$ cat src/triangle_scanline_span_defines.svh
// assertion macros for the triangle scanline span block
// used by the top level only, no other dependencies
`ifndef TRIANGLE_SCANLINE_SPAN_DEFINES_SVH
`define TRIANGLE_SCANLINE_SPAN_DEFINES_SVH
`ifndef SYNTHESIS
`define TSS_ASSERT_IMPLIES(label, clk, rst_n, a, b) \
    label: assert property (@(posedge clk) disable iff (!rst_n) (a) |-> (b)) \
        else $error("span assertion failed");
`define TSS_ASSERT_NEVER(label, clk, rst_n, cond) \
    label: assert property (@(posedge clk) disable iff (!rst_n) !(cond)) \
        else $error("span assertion failed");
`else
`define TSS_ASSERT_IMPLIES(label, clk, rst_n, a, b)
`define TSS_ASSERT_NEVER(label, clk, rst_n, cond)
`endif
`endif

$ cat src/tss_pkg.sv
// shared types, constants and the divider start, step and finish functions of the scanline span block
// no dependencies
package tss_pkg;

    localparam int COORD_BITS  = 16;
    localparam int MAX_DIM     = 4096;
    localparam int DIM_BITS    = 13;
    localparam int ROW_BITS    = 12;
    localparam int COLOR_BITS  = 24;
    localparam int DX_BITS     = COORD_BITS + 1;
    localparam int PROD_BITS   = 2 * DX_BITS;
    localparam int NUM_BITS    = PROD_BITS + 1;
    localparam int DVS_BITS    = COORD_BITS + 1;
    localparam int Q_BITS      = COORD_BITS + 2;
    localparam int X_BITS      = COORD_BITS + 4;
    localparam int QUEUE_DEPTH = 4;
    localparam int QPTR_BITS   = 2;

    localparam logic [DIM_BITS-1:0] MAX_DIM_VAL = DIM_BITS'(MAX_DIM);
    localparam logic REG_FRAME_WIDTH  = 1'b0;
    localparam logic REG_FRAME_HEIGHT = 1'b1;

    // one edge after classification
    typedef struct packed {
        logic signed [COORD_BITS-1:0] sx;
        logic signed [DX_BITS-1:0]    dx;
        logic [COORD_BITS-1:0]        t;
        logic [COORD_BITS-1:0]        den;
        logic                         flat;
    } tss_edge_t;

    typedef struct packed {
        logic                  row_ok;
        tss_edge_t             edge_a;
        tss_edge_t             edge_b;
        logic [COLOR_BITS-1:0] color;
    } tss_item_t;

    typedef struct packed {
        logic signed [COORD_BITS-1:0] sx;
        logic signed [PROD_BITS-1:0]  prod;
        logic [COORD_BITS-1:0]        den;
        logic                         flat;
    } tss_prod_t;

    typedef struct packed {
        logic                  row_ok;
        tss_prod_t             pa;
        tss_prod_t             pb;
        logic [COLOR_BITS-1:0] color;
    } tss_mwork_t;

    typedef struct packed {
        logic signed [COORD_BITS-1:0] sx;
        logic [NUM_BITS-1:0]          rem;
        logic [DVS_BITS-1:0]          dvs;
        logic [Q_BITS-1:0]            quo;
        logic                         neg;
        logic                         flat;
    } tss_div_t;

    typedef struct packed {
        logic                  row_ok;
        tss_div_t              da;
        tss_div_t              db;
        logic [COLOR_BITS-1:0] color;
    } tss_dwork_t;

    typedef struct packed {
        logic                  row_ok;
        logic signed [X_BITS-1:0] xa;
        logic signed [X_BITS-1:0] xb;
        logic [COLOR_BITS-1:0] color;
    } tss_fwork_t;

    typedef struct packed {
        logic                  covered;
        logic [ROW_BITS-1:0]   start;
        logic [ROW_BITS-1:0]   stop;
        logic [COLOR_BITS-1:0] color;
    } tss_span_t;

    // one restoring division step at quotient bit k
    function automatic tss_div_t div_step(tss_div_t d, int unsigned k);
        tss_div_t r;
        logic [NUM_BITS-1:0] dsh;
        r = d;
        dsh = {{(NUM_BITS-DVS_BITS){1'b0}}, d.dvs} << k;
        if (d.rem >= dsh)
        begin
            r.rem = d.rem - dsh;
            r.quo = d.quo | (Q_BITS'(1) << k);
        end
        return r;
    endfunction

    // product to rounded numerator magnitude, divisor twice the height
    function automatic tss_div_t div_start(tss_prod_t p);
        tss_div_t r;
        logic signed [NUM_BITS-1:0] num;
        num = signed'({p.prod, 1'b0}) + signed'({{(NUM_BITS-COORD_BITS){1'b0}}, p.den});
        r.sx   = p.sx;
        r.neg  = num[NUM_BITS-1];
        r.rem  = r.neg ? NUM_BITS'(-num) : NUM_BITS'(num);
        r.dvs  = {p.den, 1'b0};
        r.quo  = '0;
        r.flat = p.flat;
        return r;
    endfunction

    // floor quotient and edge x
    function automatic logic signed [X_BITS-1:0] div_finish(tss_div_t d);
        logic signed [X_BITS-1:0] qv;
        logic signed [X_BITS-1:0] sxe;
        qv  = signed'({{(X_BITS-Q_BITS){1'b0}}, d.quo});
        sxe = X_BITS'(d.sx);
        if (d.neg)
        begin
            qv = -(qv + X_BITS'(d.rem != '0));
        end
        return d.flat ? sxe : (sxe + qv);
    endfunction

endpackage

$ cat src/tss_edge_queue.sv
// short queue of classified items between the front and back parts
// depends on tss_pkg
module tss_edge_queue
(
    input  logic               clk,
    input  logic               rst_n,
    input  logic               wr_en,
    input  tss_pkg::tss_item_t wr_item,
    input  logic               rd_en,
    output tss_pkg::tss_item_t rd_item,
    output logic               rd_valid,
    output logic               is_full
);

    localparam int PB = tss_pkg::QPTR_BITS;

    tss_pkg::tss_item_t mem_reg [tss_pkg::QUEUE_DEPTH];
    logic [PB-1:0] wptr_reg, rptr_reg;
    logic [PB:0]   count_reg, count_next;

    assign rd_item  = mem_reg[rptr_reg];
    assign rd_valid = (count_reg != '0);
    assign is_full  = (count_reg == (PB+1)'(tss_pkg::QUEUE_DEPTH));

    always_comb
    begin
        count_next = count_reg + (PB+1)'(wr_en) - (PB+1)'(rd_en);
    end

    // pointers and fill level
    always_ff @(posedge clk or negedge rst_n)
    begin
        if (!rst_n)
        begin
            wptr_reg  <= '0;
            rptr_reg  <= '0;
            count_reg <= '0;
        end
        else
        begin
            if (wr_en)
            begin
                wptr_reg <= wptr_reg + 1'b1;
            end
            if (rd_en)
            begin
                rptr_reg <= rptr_reg + 1'b1;
            end
            count_reg <= count_next;
        end
    end

    // storage
    always_ff @(posedge clk)
    begin
        if (wr_en)
        begin
            mem_reg[wptr_reg] <= wr_item;
        end
    end

endmodule

$ cat config.mk
export PLATFORM = sky130hd
export DESIGN_NAME = tss_edge_queue
export DESIGN_NICKNAME = d
export VERILOG_FILES = /design/src/triangle_scanline_span_defines.svh /design/src/tss_pkg.sv /design/src/tss_edge_queue.sv
export SDC_FILE = /design/constraint.sdc
export NUM_CORES = 1
export LEC_CHECK = 0
export BUFFER_PORTS_ARGS = -buffer_cell sky130_fd_sc_hd__buf_2
export CAP_MARGIN = 20
export CORE_ASPECT_RATIO = 0.75
export CORE_MARGIN = 10
export CORE_UTILIZATION = 55
export CTS_BUF_LIST = sky130_fd_sc_hd__clkbuf_8
export CTS_CLUSTER_DIAMETER = 40
export DETAILED_ROUTE_END_ITERATION = 10
export PLACE_DENSITY = 0.77
export SYNTH_ARGS = -nofsm -noshare
export SYNTH_HDL_FRONTEND = slang
export SYNTH_SLANG_ARGS = --single-unit
$ cat constraint.sdc
create_clock -name clk -period 12.1 [get_ports clk]
set_clock_uncertainty 0.1 [all_clocks]
set_input_delay 1.815 -clock clk [delete_from_list [all_inputs] [get_ports clk]]
set_output_delay 1.815 -clock clk [all_outputs]
set_load 0.01 [all_outputs]
* Yosys cells after proc, flatten, opt, wreduce, memory -nomap -nowiden
Memory sizes are Yosys's and may differ from the RTL's. Index checks and enable logic that the tools add are counted.
Word-level totals: register bits 7, RAM bits 628, memories kept 1
Memories:
- mem_reg | depth 4, bits a word 157, rd ports 1, clocked after memory_dff 0, write ports 1, line tss_edge_queue.sv:17 | tss_pkg::tss_item_t mem_reg [tss_pkg::QUEUE_DEPTH];
Cells by class: add/sub/neg operators 4, equal/unequal tests 1, multiplexer cells 2, reductions and logical operators 1
Operator list (count):
- adder 2 x 1 -> 2 bit (second input constant) | 2
- adder 3 x 1 -> 3 bit | 1
- equality test 3 bit (second input constant) | 1
- nonzero test 3 bit | 1
- subtractor 3 x 1 -> 3 bit | 1
- two-way mux 1 bit | 2

* Longest topological paths before layout
depth in word-level cells 2, mapped depth 6

* Least setup slack after synthesis
OpenSTA, ideal clock, no wires.
path kind input-to-reg, start input port wr_en, end memory mem_reg[1][0] (netlist bit) (enable), arrival time 5.394 ns, required time 11.465 ns, setup slack 6.071 ns, stages 1, cell sequence and2_1
Between the ends: word-level cells in the longest chain between the ends 2
RTL lines:
- start, declared | line tss_edge_queue.sv:7 | input logic wr_en,
- two-way mux 1 bit | line tss_edge_queue.sv:56 | if (wr_en)
- two-way mux 1 bit (implied by the code) | line tss_edge_queue.sv:58 | mem_reg[wptr_reg] <= wr_item;
- end, declared | line tss_edge_queue.sv:17
No other way between the ends.

==> summary.txt <==
Run status
  • Status: completed

Setup path
  • CP dominant cell by count: buf_4
  • Cell Chain, Critical Path: buf_4 > buf_4 > mux4_2 > buf_2
  • Critical-path top delay cell: dfrtp_4
  • Arrival @ worst endpoint: 4.07 ns
  • Crit path required time: 10.18 ns
  • Crit Path Category: flop to primary output
  • CP Max Fanout: 49
  • Critical Path Max Stage Delay: 1.06 ns
  • Reg-to-Reg End: mem_reg[0][69]$_DFFE_PP_
  • Critical R2R Launch: wptr_reg[0]$_DFFE_PN0P_
  • CP Launch Point: rptr_reg[0]$_DFFE_PN0P_
  • Crit path depth: 4
  • Worst r2r path cells: 4
  • Crit end category: primary output
  • Top Family by Delay on Critical Path: buffers and inverters
  • Critical path startpoint category: flop
  • Worst Setup EP: rd_item[112]
  • Worst reg-to-reg setup slack: 9.29 ns
  • Worst path buffer plus inverter count: 3

STA
  • Fin crit period: 5.98 ns
  • Final setup fails: 0
  • Max Transition Viols Final: 0
  • Fmax: 167 MHz
  • Worst-Margin Slew: 1.13 ns
  • Final Hold Viols: 0
  • Final worst path period share: 0.494
  • Relative slew slack: 0.249
  • Setup ws final: 6.12 ns
  • RSZ-0062 raised after global routing: false
  • Setup TNS: 0 ns

Floorplan
  • Die ar.: 0.0506 mm2
  • Initial Utilization: 0.561
  • Std cell rows: 64
  • Core area: 0.0411 mm2
  • IO Pins: 320
  • Die Y: 197 um
  • Die width: 256 um

Yosys
  • YS warnings: 0
  • Leading cell type by number of instances after synthesis: edfxtp_1
  • Synth Area per Inst: 27.0 um2
  • Ranking of synthesized cells by area: edfxtp_1 (82%), mux4_2 (15%), dfrtp_1 (0.76%)
  • Number of enable flip-flop cells after synthesis: 628
  • Synth Instances: 855
  • Synthesis-stage register bit count: 635
  • Syn nets: 1,023
  • Synth top cells by count: edfxtp_1 (628), mux4_2 (157), buf_2 (18)
  • Post-Syn Area: 0.0230 mm2
  • Sequential area share after synthesis: 0.826
  • Area leader, netlist: edfxtp_1
  • Unique masters post-synth: 16
  • Yosys top cell area share: 0.818
  • Post-synth ARST share: 0.0110
  • Top_reg_cell synth: edfxtp_1

Global routing
  • First-pass GRT wire length: 70,200 um
  • Largest net degree at the start of global routing: 70
  • Total grt overflow: 0
  • Vias in the first global route: 11,200
  • Initial antenna violation count: 13
  • Tot GR Track Use: 0.183

Routing
  • Wire per inst: 24.6 um
  • Initial DRT Pass Iterations: 5
  • WL final: 46,400 um
  • DR vias/cell: 5.54
  • Iteration-0 DRC Markers: 734
  • Vias: 10,400
  • Antenna Nets Post-Route: 0
  • Drt drc: 0

Power
  • Power Density: 238 mW/mm2
  • Peak VDD IR: 0.165 mV
  • Leak Pwr: 9.29 nW

Final layout
  • Final nets: 1,412
  • Share of layout cells above drive strength 1: 0.458
  • Layout area overhead: 16.7%
  • Max reg flops: 628

Clock network
  • # H-tree levels: 3
  • CTS tree: done
  • CTS resizes: 0
  • Post-CTS Repair Setup Buffers: 0
  • Root Driver: clkbuf_8
  • Clock Latency Late Sink: 0.62 ns
  • Clock slew at reported path FFs: 0.06 ns
  • CTS buffer count: 91
  • CTS Hold Bufs: 0
  • CTS max path bufs: 3
  • CTS sink count: 635

Placement
  • Final GP Congestion: 0.748
  • Post-DP HPWL: 29,100 um
  • Port Buffers: 319
  • Placement Setup Slack: 6.61 ns

Min path
  • Min-Delay Path Class: flop to flop

Run
  • MaxCap Viol Count: 0
[worst register-to-register path, delay by kind of cell, from the launching register on]
family                   cells  cell delay, ns
adder cells (fa/ha/maj)      1            0.15
buffers and inverters        2            0.99
AND/OR/NAND/NOR              1            0.74
flip-flops                   1            0.42
[layout make-up]
type / count / area [um2]
Timing Repair Buffer: 332 / 1690
Tap cell: 561 / 702
Antenna cell: 5 / 12.5
Inverter: 6 / 22.5
Fill cell: 2614 / 14200
Clock inverter: 76 / 402
Sequential cell: 635 / 19000
Multi-Input combinational cell: 178 / 3730
Clock buffer: 93 / 1280
[how the worst min path moves through the flow]
stage | from | endpoint | slack [ns] | cells past startpoint
finish | wptr_reg[0]$_DFFE_PN0P_ | wptr_reg[0]$_DFFE_PN0P_ | 0.44 | 1
global route | wptr_reg[0]$_DFFE_PN0P_ | wptr_reg[0]$_DFFE_PN0P_ | 0.47 | 1
CTS | wptr_reg[0]$_DFFE_PN0P_ | wptr_reg[0]$_DFFE_PN0P_ | 0.44 | 1
detailed placement | wptr_reg[0]$_DFFE_PN0P_ | wptr_reg[0]$_DFFE_PN0P_ | 0.42 | 1
global placement | wptr_reg[0]$_DFFE_PN0P_ | wptr_reg[0]$_DFFE_PN0P_ | 0.42 | 1
floorplan | wptr_reg[0]$_DFFE_PN0P_ | wptr_reg[0]$_DFFE_PN0P_ | 0.39 | 1
[metal layers]
metal / up-vias / wire, um / GRT usage
li1: 4515 / - / -
met1: 5433 / 18800 / 0.246
met2: 411 / 22400 / 0.283
met3: 66 / 4390 / 0.0660
met4: 16 / 695 / 0.0473
met5: - / 81 / 0
[power by group]
group | internal [mW] | leakage [nW] | switching, mW
clock network | 0.764 | 0.989 | 0.769
logic | 0.826 | 2.45 | 0.990
registers | 2.88 | 5.85 | 0.172
total | 4.47 | 9.29 | 1.93
[layout by cell type, fill, tap and decap left out, drive strengths merged, types with 3 or more instances in the layout]
| cell | synthesis | final |
|---|---|---|
| inv | 6 | 44 |
| buf | 32 | 332 |
| clkinvlp | 0 | 3 |
| xor2 | 3 | 3 |
| and2 | 4 | 4 |
| ha | 6 | 6 |
| clkinv | 0 | 33 |
| clkbuf | 4 | 93 |
| mux4 | 157 | 157 |
| dfrtp | 7 | 7 |
| edfxtp | 628 | 628 |
| diode | 0 | 5 |
[kinds of logic (layout without fill, tap and decap cells)]
group | after synthesis | count (layout) | share of synthesized area
buffers and inverters | 42 | 507 | 0.0124
flip-flops | 635 | 635 | 0.826
AO/OA/AOI/OAI | 1 | 1 | 0.000217
multiplexers | 157 | 157 | 0.153
AND/OR/NAND/NOR | 8 | 8 | 0.00196
XOR/XNOR | 5 | 5 | 0.00190
adder cells (fa/ha/maj) | 7 | 7 | 0.00413
other | 0 | 5 | 0
[through the flow]
stage | power, mW | std cells | area (um2) | hold slack, ns | utilization
after global placement | 4.92 | 1712 | 25200 | 0.415 | 0.613
after floorplan | 4.30 | 855 | 23000 | 0.394 | -
after global routing | 6.72 | 1883 | 26900 | 0.472 | 0.654
after detailed placement | 4.97 | 1712 | 25200 | 0.423 | 0.613
after CTS | 6.50 | 1881 | 26900 | 0.435 | 0.654
final | 6.40 | 1886 | 26900 | 0.439 | 0.655
Power figures use the tool's default switching activity.
